`src/rtl/core/stt_pkg.sv`:
```
`timescale 1ns / 1ps
// ----------------------------------------------------------------------------
// stt_pkg: shared types and constants of the source text tokenizer
// Token kind codes, character codes, field widths and the records that pass
// between the scanner front end, the command queue and the token emitter.
// ----------------------------------------------------------------------------
package stt_pkg;

  // Field widths of one result item
  localparam int unsigned KIND_W   = 5;
  localparam int unsigned LINE_W   = 24;
  localparam int unsigned COL_W    = 16;
  localparam int unsigned MANT_W   = 48;
  localparam int unsigned FRAC_W   = 6;
  localparam int unsigned CHUNK_W  = 64;
  localparam int unsigned NBYTES_W = 4;
  // Token length as carried in a command; covers the largest length limit
  localparam int unsigned LEN_W    = 8;

  // Saturation limits
  localparam logic [LINE_W-1:0] LINE_TOP = '1;
  localparam logic [COL_W-1:0]  COL_TOP  = '1;
  localparam logic [MANT_W-1:0] MANT_TOP = '1;
  localparam logic [FRAC_W-1:0] FRAC_TOP = '1;

  // Command queue between front end and emitter
  localparam int unsigned QUEUE_DEPTH = 4;
  localparam int unsigned QPTR_W      = 2;

  // Token kinds
  localparam logic [KIND_W-1:0] K_NUM    = 5'd0;
  localparam logic [KIND_W-1:0] K_IDENT  = 5'd1;
  localparam logic [KIND_W-1:0] K_LET    = 5'd2;
  localparam logic [KIND_W-1:0] K_PLUS   = 5'd3;
  localparam logic [KIND_W-1:0] K_MINUS  = 5'd4;
  localparam logic [KIND_W-1:0] K_MUL    = 5'd5;
  localparam logic [KIND_W-1:0] K_DIV    = 5'd6;
  localparam logic [KIND_W-1:0] K_ASSIGN = 5'd7;
  localparam logic [KIND_W-1:0] K_EQ     = 5'd8;
  localparam logic [KIND_W-1:0] K_GT     = 5'd9;
  localparam logic [KIND_W-1:0] K_GE     = 5'd10;
  localparam logic [KIND_W-1:0] K_LT     = 5'd11;
  localparam logic [KIND_W-1:0] K_LE     = 5'd12;
  localparam logic [KIND_W-1:0] K_NE     = 5'd13;
  localparam logic [KIND_W-1:0] K_LPAREN = 5'd14;
  localparam logic [KIND_W-1:0] K_RPAREN = 5'd15;
  localparam logic [KIND_W-1:0] K_SEMI   = 5'd16;
  localparam logic [KIND_W-1:0] K_ERROR  = 5'd17;
  localparam logic [KIND_W-1:0] K_EOF    = 5'd18;

  // Character codes
  localparam logic [7:0] CH_TAB   = 8'h09;
  localparam logic [7:0] CH_LF    = 8'h0A;
  localparam logic [7:0] CH_CR    = 8'h0D;
  localparam logic [7:0] CH_SP    = 8'h20;
  localparam logic [7:0] CH_BANG  = 8'h21;
  localparam logic [7:0] CH_LPAR  = 8'h28;
  localparam logic [7:0] CH_RPAR  = 8'h29;
  localparam logic [7:0] CH_STAR  = 8'h2A;
  localparam logic [7:0] CH_PLUS  = 8'h2B;
  localparam logic [7:0] CH_MINUS = 8'h2D;
  localparam logic [7:0] CH_DOT   = 8'h2E;
  localparam logic [7:0] CH_SLASH = 8'h2F;
  localparam logic [7:0] CH_0     = 8'h30;
  localparam logic [7:0] CH_9     = 8'h39;
  localparam logic [7:0] CH_SEMI  = 8'h3B;
  localparam logic [7:0] CH_LT    = 8'h3C;
  localparam logic [7:0] CH_EQ    = 8'h3D;
  localparam logic [7:0] CH_GT    = 8'h3E;
  localparam logic [7:0] CH_UA    = 8'h41;
  localparam logic [7:0] CH_UZ    = 8'h5A;
  localparam logic [7:0] CH_US    = 8'h5F;
  localparam logic [7:0] CH_LA    = 8'h61;
  localparam logic [7:0] CH_E     = 8'h65;
  localparam logic [7:0] CH_L     = 8'h6C;
  localparam logic [7:0] CH_T     = 8'h74;
  localparam logic [7:0] CH_LZ    = 8'h7A;

  // One finished token as handed from front end to emitter
  typedef struct packed {
    logic [KIND_W-1:0] kind;
    logic [LINE_W-1:0] line;
    logic [COL_W-1:0]  col;
    logic [MANT_W-1:0] mant;
    logic [FRAC_W-1:0] frac;
    logic [LEN_W-1:0]  len;        // identifier length
    logic              bank;       // text buffer bank of the identifier
    logic              item_last;  // last token caused by its input item
  } cmd_t;

  // One result item
  typedef struct packed {
    logic [KIND_W-1:0]   kind;
    logic [LINE_W-1:0]   line;
    logic [COL_W-1:0]    col;
    logic [MANT_W-1:0]   mant;
    logic [FRAC_W-1:0]   frac;
    logic [CHUNK_W-1:0]  chunk;
    logic [NBYTES_W-1:0] nbytes;
    logic                tok_end;
    logic                in_done;
  } res_t;

  // Text buffer bank handed back once its identifier is fully sent
  typedef struct packed {
    logic valid;
    logic bank;
  } rel_t;

endpackage

```
`src/rtl/core/stt_front.sv`:
```
`timescale 1ns / 1ps
// ----------------------------------------------------------------------------
// stt_front: scanner front end
// Takes one source byte per item, tracks position, builds numbers, writes
// identifier bytes to the text buffer and queues finished tokens in order.
// ----------------------------------------------------------------------------
module stt_front import stt_pkg::*; #(
  parameter int unsigned MAX_TOKEN_CHARS = 63
) (
  input  logic             clk_i,
  input  logic             rst_ni,
  // source items
  input  logic             in_valid_i,
  output logic             in_ready_o,
  input  logic [7:0]       in_byte_i,
  input  logic             in_end_i,
  // token commands to the queue
  output logic             cmd_valid_o,
  output cmd_t             cmd_o,
  input  logic             cmd_full_i,
  // text buffer write port
  output logic             wr_en_o,
  output logic             wr_bank_o,
  output logic [LEN_W-1:0] wr_pos_o,
  output logic [7:0]       wr_byte_o,
  // bank handed back by the emitter
  input  rel_t             rel_i
);

  localparam int unsigned TLEN_W = $clog2(MAX_TOKEN_CHARS + 1);
  localparam logic [TLEN_W-1:0] MAX_LEN = TLEN_W'(MAX_TOKEN_CHARS);

  // scan modes
  localparam logic [2:0] M_IDLE  = 3'd0;
  localparam logic [2:0] M_INT   = 3'd1;
  localparam logic [2:0] M_FRAC  = 3'd2;
  localparam logic [2:0] M_IDENT = 3'd3;
  localparam logic [2:0] M_EQ    = 3'd4;
  localparam logic [2:0] M_GT    = 3'd5;
  localparam logic [2:0] M_LT    = 3'd6;
  localparam logic [2:0] M_NOT   = 3'd7;

  logic [2:0]        mode_q, mode_d;
  logic [LINE_W-1:0] cur_line_q, cur_line_d, st_line_q, st_line_d;
  logic [COL_W-1:0]  cur_col_q, cur_col_d, st_col_q, st_col_d;
  logic [MANT_W-1:0] digit_q, digit_d;
  logic [FRAC_W-1:0] frac_q, frac_d;
  logic [TLEN_W-1:0] len_q, len_d;
  logic              let_q, let_d;
  logic              bank_q, bank_d;
  logic [1:0]        busy_q, busy_d;
  logic [2:0]        pend_q, pend_d;
  cmd_t              slot_q [3];

  logic       acc;
  logic [7:0] ch;
  logic       is_dig, is_alpha, is_idc, is_spc, room;
  logic       fl, no_err, scan, combo, eof, wr_go, wr_new, set_busy;
  logic       va, vb, vc;
  cmd_t       a_cmd, b_cmd, c_cmd;
  logic [MANT_W+3:0] mul10;
  logic [MANT_W-1:0] digit_sat;
  logic [COL_W:0]    dsum;
  logic [COL_W-1:0]  dcol;
  logic [2:0]        pop_sel, left;
  logic              push, bank_ok;

  assign acc = in_valid_i && in_ready_o;
  assign ch  = in_byte_i;

  // character classes
  assign is_dig   = ch inside {[CH_0:CH_9]};
  assign is_alpha = (ch inside {[CH_LA:CH_LZ]}) || (ch inside {[CH_UA:CH_UZ]});
  assign is_idc   = is_alpha || is_dig || (ch == CH_US);
  assign is_spc   = (ch == CH_SP) || (ch inside {[CH_TAB:CH_CR]});
  assign room     = len_q < MAX_LEN;

  // mantissa times ten plus digit, saturating
  assign mul10     = {digit_q, 3'b000} + {2'b00, digit_q, 1'b0} + (MANT_W+4)'(ch[3:0]);
  assign digit_sat = (mul10 > {4'b0000, MANT_TOP}) ? MANT_TOP : mul10[MANT_W-1:0];

  // column of a dangling dot
  assign dsum = {1'b0, st_col_q} + (COL_W+1)'(len_q) - (COL_W+1)'(1);
  assign dcol = (dsum > {1'b0, COL_TOP}) ? COL_TOP : dsum[COL_W-1:0];

  // scanner next state and token commands of one item
  always_comb begin
    mode_d     = mode_q;
    cur_line_d = cur_line_q;
    cur_col_d  = cur_col_q;
    st_line_d  = st_line_q;
    st_col_d   = st_col_q;
    digit_d    = digit_q;
    frac_d     = frac_q;
    len_d      = len_q;
    let_d      = let_q;
    bank_d     = bank_q;
    fl         = 1'b0;
    no_err     = 1'b0;
    scan       = 1'b0;
    combo      = 1'b0;
    eof        = 1'b0;
    wr_go      = 1'b0;
    wr_new     = 1'b0;
    set_busy   = 1'b0;
    va         = 1'b0;
    vb         = 1'b0;
    vc         = 1'b0;
    a_cmd      = '0;
    b_cmd      = '0;
    c_cmd      = '0;

    // continue the open token or decide to end it
    if (in_end_i) begin
      fl  = 1'b1;
      eof = 1'b1;
    end else begin
      case (mode_q)
        M_INT: begin
          if (is_dig && room) begin
            digit_d = digit_sat;
            len_d   = len_q + TLEN_W'(1);
          end else if (ch == CH_DOT && room) begin
            len_d  = len_q + TLEN_W'(1);
            frac_d = '0;
            mode_d = M_FRAC;
          end else begin
            fl   = 1'b1;
            scan = 1'b1;
          end
        end
        M_FRAC: begin
          if (is_dig && room) begin
            digit_d = digit_sat;
            len_d   = len_q + TLEN_W'(1);
            if (frac_q != FRAC_TOP) frac_d = frac_q + FRAC_W'(1);
          end else if (is_dig && frac_q == '0) begin
            // full after the dot: number without fraction, digit starts anew
            fl     = 1'b1;
            no_err = 1'b1;
            scan   = 1'b1;
          end else begin
            fl   = 1'b1;
            scan = 1'b1;
          end
        end
        M_IDENT: begin
          if (is_idc && room) begin
            wr_go = 1'b1;
            len_d = len_q + TLEN_W'(1);
            if (len_q == TLEN_W'(1)) begin
              let_d = let_q && (ch == CH_E);
            end else if (len_q == TLEN_W'(2)) begin
              let_d = let_q && (ch == CH_T);
            end else begin
              let_d = 1'b0;
            end
          end else begin
            fl   = 1'b1;
            scan = 1'b1;
          end
        end
        M_EQ, M_GT, M_LT, M_NOT: begin
          if (ch == CH_EQ) begin
            combo  = 1'b1;
            mode_d = M_IDLE;
          end else begin
            fl   = 1'b1;
            scan = 1'b1;
          end
        end
        default: scan = 1'b1;
      endcase
    end

    // flush the open token
    if (fl) begin
      mode_d     = M_IDLE;
      a_cmd.line = st_line_q;
      a_cmd.col  = st_col_q;
      case (mode_q)
        M_INT, M_FRAC: begin
          va         = 1'b1;
          a_cmd.kind = K_NUM;
          a_cmd.mant = digit_q;
          a_cmd.frac = (mode_q == M_FRAC) ? frac_q : '0;
        end
        M_IDENT: begin
          va = 1'b1;
          if (let_q && len_q == TLEN_W'(3)) begin
            a_cmd.kind = K_LET;
          end else begin
            a_cmd.kind = K_IDENT;
            a_cmd.len  = LEN_W'(len_q);
            a_cmd.bank = bank_q;
            set_busy   = 1'b1;
          end
        end
        M_EQ: begin
          va         = 1'b1;
          a_cmd.kind = K_ASSIGN;
        end
        M_GT: begin
          va         = 1'b1;
          a_cmd.kind = K_GT;
        end
        M_LT: begin
          va         = 1'b1;
          a_cmd.kind = K_LT;
        end
        M_NOT: begin
          va         = 1'b1;
          a_cmd.kind = K_ERROR;
        end
        default: ;
      endcase
      // dot with no digit after it
      if (mode_q == M_FRAC && frac_q == '0 && !no_err) begin
        vb         = 1'b1;
        b_cmd.kind = K_ERROR;
        b_cmd.line = st_line_q;
        b_cmd.col  = dcol;
      end
    end

    // start of a new token
    if (scan && !is_spc) begin
      st_line_d = cur_line_q;
      st_col_d  = cur_col_q;
      if (is_dig) begin
        mode_d  = M_INT;
        digit_d = MANT_W'(ch[3:0]);
        frac_d  = '0;
        len_d   = TLEN_W'(1);
      end else if (is_alpha || ch == CH_US) begin
        mode_d = M_IDENT;
        bank_d = ~bank_q;
        wr_go  = 1'b1;
        wr_new = 1'b1;
        len_d  = TLEN_W'(1);
        let_d  = (ch == CH_L);
      end else begin
        case (ch)
          CH_PLUS: begin
            vc         = 1'b1;
            c_cmd.kind = K_PLUS;
          end
          CH_MINUS: begin
            vc         = 1'b1;
            c_cmd.kind = K_MINUS;
          end
          CH_STAR: begin
            vc         = 1'b1;
            c_cmd.kind = K_MUL;
          end
          CH_SLASH: begin
            vc         = 1'b1;
            c_cmd.kind = K_DIV;
          end
          CH_LPAR: begin
            vc         = 1'b1;
            c_cmd.kind = K_LPAREN;
          end
          CH_RPAR: begin
            vc         = 1'b1;
            c_cmd.kind = K_RPAREN;
          end
          CH_SEMI: begin
            vc         = 1'b1;
            c_cmd.kind = K_SEMI;
          end
          CH_EQ:   mode_d = M_EQ;
          CH_GT:   mode_d = M_GT;
          CH_LT:   mode_d = M_LT;
          CH_BANG: mode_d = M_NOT;
          default: begin
            vc         = 1'b1;
            c_cmd.kind = K_ERROR;
          end
        endcase
      end
    end

    // two-character operators
    if (combo) begin
      vc = 1'b1;
      case (mode_q)
        M_EQ:    c_cmd.kind = K_EQ;
        M_GT:    c_cmd.kind = K_GE;
        M_LT:    c_cmd.kind = K_LE;
        default: c_cmd.kind = K_NE;
      endcase
    end
    if (eof) begin
      vc         = 1'b1;
      c_cmd.kind = K_EOF;
    end
    c_cmd.line = combo ? st_line_q : cur_line_q;
    c_cmd.col  = combo ? st_col_q : cur_col_q;

    a_cmd.item_last = va && !vb && !vc;
    b_cmd.item_last = vb && !vc;
    c_cmd.item_last = vc;

    // position after the byte
    if (!in_end_i) begin
      if (ch == CH_LF) begin
        if (cur_line_q != LINE_TOP) cur_line_d = cur_line_q + LINE_W'(1);
        cur_col_d = COL_W'(1);
      end else if (cur_col_q != COL_TOP) begin
        cur_col_d = cur_col_q + COL_W'(1);
      end
    end
  end

  // text buffer write
  assign wr_en_o   = acc && wr_go;
  assign wr_bank_o = wr_new ? ~bank_q : bank_q;
  assign wr_pos_o  = wr_new ? '0 : LEN_W'(len_q);
  assign wr_byte_o = ch;

  // hand pending commands to the queue, oldest first
  always_comb begin
    if (pend_q[0]) begin
      pop_sel = 3'b001;
      cmd_o   = slot_q[0];
    end else if (pend_q[1]) begin
      pop_sel = 3'b010;
      cmd_o   = slot_q[1];
    end else begin
      pop_sel = {pend_q[2], 2'b00};
      cmd_o   = slot_q[2];
    end
  end
  assign cmd_valid_o = |pend_q;
  assign push        = cmd_valid_o && !cmd_full_i;
  assign left        = pend_q & ~(push ? pop_sel : 3'b000);

  // a new identifier needs the other bank free; a running one needs nothing
  assign bank_ok    = !busy_q[~bank_q] || (mode_q == M_IDENT && room);
  assign in_ready_o = (left == 3'b000) && bank_ok;

  always_comb begin
    pend_d = acc ? {vc, vb, va} : left;
    busy_d = busy_q;
    if (acc && set_busy) busy_d[bank_q] = 1'b1;
    if (rel_i.valid)     busy_d[rel_i.bank] = 1'b0;
  end

  // control state
  always_ff @(posedge clk_i or negedge rst_ni) begin
    if (!rst_ni) begin
      mode_q     <= M_IDLE;
      cur_line_q <= LINE_W'(1);
      cur_col_q  <= COL_W'(1);
      st_line_q  <= LINE_W'(1);
      st_col_q   <= COL_W'(1);
      digit_q    <= '0;
      frac_q     <= '0;
      len_q      <= '0;
      let_q      <= 1'b0;
      bank_q     <= 1'b0;
      busy_q     <= '0;
      pend_q     <= '0;
    end else begin
      if (acc) begin
        mode_q     <= mode_d;
        cur_line_q <= cur_line_d;
        cur_col_q  <= cur_col_d;
        st_line_q  <= st_line_d;
        st_col_q   <= st_col_d;
        digit_q    <= digit_d;
        frac_q     <= frac_d;
        len_q      <= len_d;
        let_q      <= let_d;
        bank_q     <= bank_d;
      end
      busy_q <= busy_d;
      pend_q <= pend_d;
    end
  end

  // command slots
  always_ff @(posedge clk_i) begin
    if (acc) begin
      slot_q[0] <= a_cmd;
      slot_q[1] <= b_cmd;
      slot_q[2] <= c_cmd;
    end
  end

  // text bytes never land in a bank that the emitter still reads
  a_wr_free_bank: assert property (@(posedge clk_i) disable iff (!rst_ni)
    wr_en_o |-> !busy_q[wr_bank_o])
    else $error("text write into a bank still being sent");

  // end of text always closes scanning and queues eof
  a_end_closes: assert property (@(posedge clk_i) disable iff (!rst_ni)
    acc && in_end_i |=> pend_q[2] && mode_q == M_IDLE)
    else $error("end of text did not close the scan");

endmodule

```
`src/rtl/core/stt_queue.sv`:
```
`timescale 1ns / 1ps
// ----------------------------------------------------------------------------
// stt_queue: token command queue
// Short first-in first-out store that decouples the scanner from the emitter.
// ----------------------------------------------------------------------------
module stt_queue import stt_pkg::*; (
  input  logic clk_i,
  input  logic rst_ni,
  input  logic push_i,
  input  cmd_t push_cmd_i,
  output logic full_o,
  output logic valid_o,
  output cmd_t head_o,
  input  logic pop_i
);

  logic [QPTR_W-1:0] wptr_q, rptr_q;
  logic [QPTR_W:0]   cnt_q;
  cmd_t              mem_q [QUEUE_DEPTH];
  logic              do_push;

  assign full_o  = cnt_q == (QPTR_W+1)'(QUEUE_DEPTH);
  assign valid_o = cnt_q != '0;
  assign head_o  = mem_q[rptr_q];
  assign do_push = push_i && !full_o;

  // pointers and fill count
  always_ff @(posedge clk_i or negedge rst_ni) begin
    if (!rst_ni) begin
      wptr_q <= '0;
      rptr_q <= '0;
      cnt_q  <= '0;
    end else begin
      if (do_push) wptr_q <= wptr_q + QPTR_W'(1);
      if (pop_i)   rptr_q <= rptr_q + QPTR_W'(1);
      if (do_push && !pop_i) cnt_q <= cnt_q + (QPTR_W+1)'(1);
      else if (pop_i && !do_push) cnt_q <= cnt_q - (QPTR_W+1)'(1);
    end
  end

  // entries
  always_ff @(posedge clk_i) begin
    if (do_push) mem_q[wptr_q] <= push_cmd_i;
  end

  a_no_underflow: assert property (@(posedge clk_i) disable iff (!rst_ni)
    pop_i |-> valid_o)
    else $error("command queue popped while empty");

endmodule

```
`src/rtl/core/stt_back.sv`:
```
`timescale 1ns / 1ps
// ----------------------------------------------------------------------------
// stt_back: token emitter
// Turns queued token commands into result items; identifiers are read from a
// two-bank text buffer, sent in 8-byte chunks, one per cycle unless stalled.
// ----------------------------------------------------------------------------
module stt_back import stt_pkg::*; #(
  parameter int unsigned MAX_TOKEN_CHARS = 63
) (
  input  logic             clk_i,
  input  logic             rst_ni,
  // head of the command queue
  input  logic             q_valid_i,
  input  cmd_t             q_head_i,
  output logic             q_pop_o,
  // text buffer write port
  input  logic             wr_en_i,
  input  logic             wr_bank_i,
  input  logic [LEN_W-1:0] wr_pos_i,
  input  logic [7:0]       wr_byte_i,
  // bank released after its last chunk
  output rel_t             rel_o,
  // result items
  output logic             out_valid_o,
  input  logic             out_ready_i,
  output res_t             out_o
);

  localparam int unsigned ROWS      = (MAX_TOKEN_CHARS + 7) / 8;
  localparam int unsigned ROW_W     = (ROWS > 1) ? $clog2(ROWS) : 1;
  localparam int unsigned MEM_DEPTH = 2 * (2 ** ROW_W);

  localparam logic BS_IDLE  = 1'b0;
  localparam logic BS_CHUNK = 1'b1;

  logic               state_q, state_d;
  logic [ROW_W-1:0]   row_q, row_d;
  logic [CHUNK_W-1:0] mem_q [MEM_DEPTH];
  logic [CHUNK_W-1:0] rd_q, masked;
  logic               rd_en;
  logic [ROW_W:0]     rd_addr;
  logic               out_v_q, out_free, load;
  res_t               out_q, res_d;
  logic [LEN_W-1:0]   rem;
  logic               last;
  logic [NBYTES_W-1:0] nb;

  // text buffer: byte writes, registered row reads
  always_ff @(posedge clk_i) begin
    if (wr_en_i) begin
      mem_q[{wr_bank_i, wr_pos_i[3 +: ROW_W]}][{wr_pos_i[2:0], 3'b000} +: 8] <= wr_byte_i;
    end
    if (rd_en) rd_q <= mem_q[rd_addr];
  end

  // bytes left in the current chunk
  assign rem  = q_head_i.len - (LEN_W'(row_q) << 3);
  assign last = rem <= LEN_W'(8);
  assign nb   = last ? rem[NBYTES_W-1:0] : NBYTES_W'(8);

  always_comb begin
    for (int j = 0; j < 8; j++) begin
      masked[j*8 +: 8] = (NBYTES_W'(j) < nb) ? rd_q[j*8 +: 8] : 8'h00;
    end
  end

  assign out_free = !out_v_q || out_ready_i;

  // emitter sequencing
  always_comb begin
    state_d = state_q;
    row_d   = row_q;
    rd_en   = 1'b0;
    rd_addr = {q_head_i.bank, row_q};
    q_pop_o = 1'b0;
    rel_o   = '0;
    load    = 1'b0;
    res_d   = '0;
    res_d.line = q_head_i.line;
    res_d.col  = q_head_i.col;
    case (state_q)
      BS_IDLE: begin
        if (q_valid_i) begin
          if (q_head_i.kind != K_IDENT) begin
            if (out_free) begin
              load          = 1'b1;
              q_pop_o       = 1'b1;
              res_d.kind    = q_head_i.kind;
              res_d.mant    = q_head_i.mant;
              res_d.frac    = q_head_i.frac;
              res_d.tok_end = 1'b1;
              res_d.in_done = q_head_i.item_last;
            end
          end else begin
            rd_en   = 1'b1;
            rd_addr = {q_head_i.bank, {ROW_W{1'b0}}};
            row_d   = '0;
            state_d = BS_CHUNK;
          end
        end
      end
      BS_CHUNK: begin
        if (out_free) begin
          load          = 1'b1;
          res_d.kind    = K_IDENT;
          res_d.chunk   = masked;
          res_d.nbytes  = nb;
          res_d.tok_end = last;
          res_d.in_done = last && q_head_i.item_last;
          if (last) begin
            q_pop_o    = 1'b1;
            rel_o.valid = 1'b1;
            rel_o.bank  = q_head_i.bank;
            state_d    = BS_IDLE;
          end else begin
            row_d   = row_q + ROW_W'(1);
            rd_en   = 1'b1;
            rd_addr = {q_head_i.bank, row_q + ROW_W'(1)};
          end
        end
      end
      default: state_d = BS_IDLE;
    endcase
  end

  // control state
  always_ff @(posedge clk_i or negedge rst_ni) begin
    if (!rst_ni) begin
      state_q <= BS_IDLE;
      row_q   <= '0;
      out_v_q <= 1'b0;
    end else begin
      state_q <= state_d;
      row_q   <= row_d;
      if (load)             out_v_q <= 1'b1;
      else if (out_ready_i) out_v_q <= 1'b0;
    end
  end

  // output register
  always_ff @(posedge clk_i) begin
    if (load) out_q <= res_d;
  end

  assign out_valid_o = out_v_q;
  assign out_o       = out_q;

  // an identifier stays at the queue head for all its chunks
  a_chunk_head: assert property (@(posedge clk_i) disable iff (!rst_ni)
    state_q == BS_CHUNK |-> q_valid_i && q_head_i.kind == K_IDENT)
    else $error("chunking without an identifier at the queue head");

  // the row being sent lies inside the identifier
  a_row_range: assert property (@(posedge clk_i) disable iff (!rst_ni)
    state_q == BS_CHUNK |-> (LEN_W'(row_q) << 3) < q_head_i.len)
    else $error("chunk row beyond identifier length");

endmodule

```
`src/rtl/core/source_text_tokenizer.sv`:
```
`timescale 1ns / 1ps
// ----------------------------------------------------------------------------
// source_text_tokenizer: byte-stream lexer
// Scans source bytes into number, identifier, keyword and operator tokens
// with line and column of each token start.
// ----------------------------------------------------------------------------
//  port group  | dir | tdata                          | tuser | tlast
//  s_axis      | in  | byte_in[7:0]                   | -     | end_of_text
//  m_axis      | out | line, column, mantissa, frac,  | kind  | token_end
//              |     | text chunk, chunk bytes, done  |       |
//
// An item that yields at most one token is taken every cycle unless the queue
// or a bank holds it; one that yields k tokens holds the input while the front
// end queues them. An identifier of n bytes leaves as ceil(n/8) items, one per
// cycle unless the output stalls, after a registered text buffer read. Outside
// an identifier, or at its length limit, an item waits while the identifier
// before the previous one is still being sent, since the buffer has two banks.
// Reset is asynchronous and active low; the text buffer needs no clearing.
// Output stalls back up through a 4-entry command queue to the input.
// ----------------------------------------------------------------------------
module source_text_tokenizer import stt_pkg::*; #(
  parameter int unsigned MAX_TOKEN_CHARS = 63
) (
  input  logic         clk_i,
  input  logic         rst_ni,
  input  logic         s_axis_tvalid,
  output logic         s_axis_tready,
  input  logic [7:0]   s_axis_tdata,  // [7:0] byte_in
  input  logic         s_axis_tlast,  // end_of_text
  output logic         m_axis_tvalid,
  input  logic         m_axis_tready,
  // [23:0] tok_line, [39:24] tok_column, [87:40] mantissa, [93:88] frac_digits,
  // [157:94] text_chunk, [161:158] chunk_bytes, [162] input_done, [167:163] zero
  output logic [167:0] m_axis_tdata,
  output logic [4:0]   m_axis_tuser,  // kind
  output logic         m_axis_tlast   // token_end
);

  logic             cmd_valid, q_full, q_valid, q_pop;
  cmd_t             cmd, q_head;
  logic             wr_en, wr_bank;
  logic [LEN_W-1:0] wr_pos;
  logic [7:0]       wr_byte;
  rel_t             rel;
  res_t             res;

  stt_front #(
    .MAX_TOKEN_CHARS (MAX_TOKEN_CHARS)
  ) u_front (
    .clk_i       (clk_i),
    .rst_ni      (rst_ni),
    .in_valid_i  (s_axis_tvalid),
    .in_ready_o  (s_axis_tready),
    .in_byte_i   (s_axis_tdata),
    .in_end_i    (s_axis_tlast),
    .cmd_valid_o (cmd_valid),
    .cmd_o       (cmd),
    .cmd_full_i  (q_full),
    .wr_en_o     (wr_en),
    .wr_bank_o   (wr_bank),
    .wr_pos_o    (wr_pos),
    .wr_byte_o   (wr_byte),
    .rel_i       (rel)
  );

  stt_queue u_queue (
    .clk_i      (clk_i),
    .rst_ni     (rst_ni),
    .push_i     (cmd_valid),
    .push_cmd_i (cmd),
    .full_o     (q_full),
    .valid_o    (q_valid),
    .head_o     (q_head),
    .pop_i      (q_pop)
  );

  stt_back #(
    .MAX_TOKEN_CHARS (MAX_TOKEN_CHARS)
  ) u_back (
    .clk_i       (clk_i),
    .rst_ni      (rst_ni),
    .q_valid_i   (q_valid),
    .q_head_i    (q_head),
    .q_pop_o     (q_pop),
    .wr_en_i     (wr_en),
    .wr_bank_i   (wr_bank),
    .wr_pos_i    (wr_pos),
    .wr_byte_i   (wr_byte),
    .rel_o       (rel),
    .out_valid_o (m_axis_tvalid),
    .out_ready_i (m_axis_tready),
    .out_o       (res)
  );

  // result packing
  assign m_axis_tdata = {5'b00000, res.in_done, res.nbytes, res.chunk, res.frac,
                         res.mant, res.col, res.line};
  assign m_axis_tuser = res.kind;
  assign m_axis_tlast = res.tok_end;

endmodule
```
`config.mk`:
```
export PLATFORM = sky130hd
export DESIGN_NAME = source_text_tokenizer
export DESIGN_NICKNAME = d
export VERILOG_FILES = /design/src/rtl/core/stt_pkg.sv /design/src/rtl/core/stt_front.sv /design/src/rtl/core/stt_queue.sv /design/src/rtl/core/stt_back.sv /design/src/rtl/core/source_text_tokenizer.sv
export SDC_FILE = /design/constraint.sdc
export NUM_CORES = 2
export LEC_CHECK = 0
export CORE_MARGIN = 2
export CORE_UTILIZATION = 60
export CTS_BUF_LIST = sky130_fd_sc_hd__clkbuf_8
export DETAILED_ROUTE_END_ITERATION = 16
export DONT_BUFFER_PORTS = 1
export PLACE_DENSITY = 0.76
export SYNTH_ARGS = -nofsm -noshare
export SYNTH_HDL_FRONTEND = slang
export SYNTH_SLANG_ARGS = --single-unit
```
`constraint.sdc`:
```
create_clock -name clk_i -period 23.5 [get_ports clk_i]
set_input_delay 4.7 -clock clk_i [delete_from_list [all_inputs] [get_ports clk_i]]
set_output_delay 4.7 -clock clk_i [all_outputs]
set_load 0.03 [all_outputs]
```
==> flow_summary_export.csv <==
group,metric,value,unit
status,status,"finished clean",
global_routing,grt_overflow,0,
logic_synthesis,ys_top_cells_by_count,"edfxtp_1, nand2_1, nand3_1",
finish,drive_gt1_share,10.8,%
detailed_routing,drt_iter0_drc,6129,
logic_synthesis,ys_warn_count,0,
clocking,cts_htree_levels,5,
clocking,cts_hold_buffers,0,
floorplan,rows,138,
placement,dpl_cell_area,86600,µm²
worst_setup_path,r2r_cells,13,
detailed_routing,vias,51800,
clocking,postCtsResizedCells,0,
logic_synthesis,yosysTopAreaCell,"edfxtp_1",
logic_synthesis,ys_seq_elements,2042,
sta,fin_hold_ws,0.506,ns
logic_synthesis,synthTopCellsByArea,"edfxtp_1, nand2_1, nand3_1, dfrtp_1, mux4_2",
min_path,holdPathStages,1,
finish,finalInstanceArea,92600,µm²
clocking,cts_sinks,2042,
detailed_routing,detail-route-antenna-nets,0,
sta,setup_slack,13.95,ns
worst_setup_path,path_cells,"or3b_1 -> a31oi_1 -> a31oi_1 -> o31ai_2 -> a21o_1 -> or2_1 -> nand2_1 -> buf_4 -> ha_1 -> ha_1 -> nand2b_1 -> nor2_1 -> nand2_1 -> nor2_1",
worst_setup_path,cp_top_family,"simple AND/OR/NAND/NOR gates",
floorplan,coreArea,141000,µm²
worst_setup_path,cp.depth,14,
detailed_routing,wl,199,mm
worst_setup_path,critPathCapture,"u_back.mem_q[0][37]$_DFFE_PP_",
placement,gp_congestion,0.924,
min_path,min_path_type,"reg2reg",
worst_setup_path,slowest_delay,0.76,ns
worst_setup_path,worstSetupStartpoint,"s_axis_tdata[7]",
sta,tns,0,ns
worst_setup_path,critPathArrivalTime,10.16,ns
power,p_per_area,131,nW/µm²
floorplan,die_h,380,µm
clocking,root_buffer,"clkbuf_8",
sta,hold_viol,0,
floorplan,ioPinCount,189,
global_routing,grt_pass1_vias,50900,
worst_setup_path,critPathSlowestCell,"nor2_1",
clocking,post_cts_buffers,0,
power,vdd_drop_max,324,µV
detailed_routing,via_per_inst,6.13,
logic_synthesis,synth_edf_count,1880,
worst_setup_path,r2r-end,"u_back.rd_q[29]$_DFFE_PP_",
logic_synthesis,yosysMostFrequentCell,"edfxtp_1",
logic_synthesis,yosysSeqAreaShare,71.2,%
finish,fill_cells,9848,
sta,rsz0062_at_grt,"false",
worst_setup_path,r2r-start,"u_queue.rptr_q[0]$_DFFE_PN0P_",
worst_setup_path,critPathBufInv,1,
placement,dp_hpwl,121,mm
sta,skew,0.0511,ns
finish,multiInputGateArea,22800,µm²
placement,dp_cells,7888,
sta,setup_viol,0,
clocking,clk_pin_slew,0.06,ns
finish,seqCellArea,60500,µm²
finish,nets,6485,
power,leakage,34.4,nW
logic_synthesis,synth_top_area_share,66.4,%
worst_setup_path,critical_path_class,"in2reg",
flow_run,maxCapViolations,0,
finish,syn_to_final_growth,9.03,%
sta,finalCriticalPeriod,9.55,ns
logic_synthesis,avgSynthCellArea,13.5,µm²
detailed_routing,detail_route.wl_per_cell,23.6,µm
worst_setup_path,crit_path_start_kind,"primary input",
floorplan,fp.dieW,380,µm
sta,fmax,105,MHz
floorplan,start_util,60.2,%
detailed_routing,drc,0,
clocking,clock_latency,1.02,ns
detailed_routing,firstDrtPassIters,9,
worst_setup_path,r2r_setup_slack,16.13,ns
finish,final_cells,8451,
worst_setup_path,worstPathRequired,24.12,ns
global_routing,grt_max_degree,306,
clocking,clockBufferDepth,4,
sta,worst_pin_slew,1.37,ns
global_routing,grt_pass1_wl,301,mm
clocking,cts_buffers,332,
logic_synthesis,synthArstFlopShare,7.93,%
floorplan,die_area,145000,µm²
logic_synthesis,synth_flop_cell,"edfxtp_1",
global_routing,grt_usage,27.4,%
logic_synthesis,synthCells,6278,
placement,numPortBuffers,0,
sta,max_slew_margin,8.71,%
logic_synthesis,synth_area,85000,µm²
sta,slew_violations,0,
clocking,cts_tree,"built",
placement,pre_cts_slack,13.09,ns
global_routing,antenna_found_initial,11,
logic_synthesis,synth_cell_types,90,
worst_setup_path,end_kind,"register",
worst_setup_path,critPathMaxFanout,25,
sta,min_period_over_period,40.6,%
layer usage:
layer / share of wire [%] / GRT usage, % / vias to the layer above
met4: 3.9 / 11.2 / 12
met2: 47 / 43.2 / 2641
met3: 11 / 7.59 / 440
li1: - / - / 23200
met5: 0.040 / 0 / -
met1: 39 / 36.3 / 25600
how the worst min path moves through the flow:
stage                                       start                                 end
3_3_place_gp         u_queue.cnt_q[2]$_DFFE_PN0P_        u_queue.cnt_q[2]$_DFFE_PN0P_
2_1_floorplan        u_queue.cnt_q[2]$_DFFE_PN0P_        u_queue.cnt_q[2]$_DFFE_PN0P_
4_1_cts              u_queue.cnt_q[2]$_DFFE_PN0P_        u_queue.cnt_q[2]$_DFFE_PN0P_
3_5_place_dp         u_queue.cnt_q[2]$_DFFE_PN0P_        u_queue.cnt_q[2]$_DFFE_PN0P_
6_report             u_queue.cnt_q[2]$_DFFE_PN0P_        u_queue.cnt_q[2]$_DFFE_PN0P_
5_1_grt        u_front.cur_line_q[15]$_DFFE_PN0P_  u_front.cur_line_q[15]$_DFFE_PN0P_
where the power goes:
| part | leakage [nW] | internal [mW] | switching [mW] |
|---|---|---|---|
| Clock | 3.49 | 1.54 | 1.34 |
| Combinational | 10.3 | 1.05 | 2.74 |
| Sequential | 20.6 | 4.90 | 0.525 |
| Total | 34.4 | 7.49 | 4.61 |
cell families (layout without fill, tap and decap cells):
logic type                 Yosys count  in the layout  synth area share, %
and+or+nand+nor                   2881           2881                 15.6
DFF                               2042           2042                 71.2
AOI/OAI and AO/OA                  452            452                 3.46
buffers and inverters              439            716                 2.22
muxes                              218            218                 4.24
adders and majority gates          141            141                 2.13
xor gates and xnor gates           104            104                 1.08
other                                1              7              0.00441
worst register-to-register path, stage by stage, from the launching register on:
cell and delay [ns]:
dfrtp_4 0.82, buf_4 0.75, mux4_2 0.67, nand2b_1 0.19, or4_4 0.82, nor3_2 0.48
nand2b_1 0.20, o21a_4 0.55, buf_4 0.81, buf_12 0.93, nand2_1 0.31, nand3_1 0.14
nand3_1 0.14, nand4_1 0.33
sequential cells by signal, summed over array words and instances, names as in the netlist, 6 cells and up:
| name | flops |
|---|---|
| u_front.cur_col_q | 16 |
| u_front.digit_q | 48 |
| u_front.st_col_q | 16 |
| u_front.st_line_q | 24 |
| u_back.mem_q | 1024 |
| u_front.len_q | 6 |
| u_back.out_o | 169 |
| u_back.rd_q | 64 |
| u_front.slot_q | 195 |
| u_front.cur_line_q | 24 |
| u_queue.mem_q | 428 |
| u_front.frac_q | 6 |
cell usage in the layout (no fill, tap or decap), drive strengths merged, types with 12 or more instances in the layout:
cell	netlist	layout
dfrtp	158	158
clkbuf	157	345
xnor2	51	51
clkinv	1	99
xor2	53	53
inv	82	180
nand2	1232	1232
mux4	107	107
mux2i	46	46
a21o	35	35
buf	199	72
a221o	41	41
nand4	88	88
nand2b	16	16
ha	134	134
nor3	56	56
or3	12	12
and2	261	261
o21a	13	13
nor2b	26	26
nand3	808	808
nor2	263	263
a31oi	22	22
mux2	65	65
a21oi	107	107
edfxtp	1880	1880
o21ai	138	138
bufinv	0	17
and3	83	83
final cells by class:
| type | instances | area share (%) |
|---|---|---|
| clock buffer | 345 | 5.13 |
| tap | 1890 | 2.55 |
| multi-input combinational | 3801 | 24.6 |
| sequential | 2042 | 65.3 |
| inverter | 83 | 0.371 |
| timing repair buffer | 72 | 0.597 |
| antenna | 2 | 0.00540 |
| clock inverter | 216 | 1.43 |
per-stage QoR:
stage	utilization, %	total power [mW]
after CTS	65.7	12.1
after floorplan	-	8.14
after global routing	65.7	12.7
after detailed placement	61.4	9.24
final	65.7	12.1
after global placement	61.4	9.12
No activity file was read; power rests on OpenSTA's default activity.
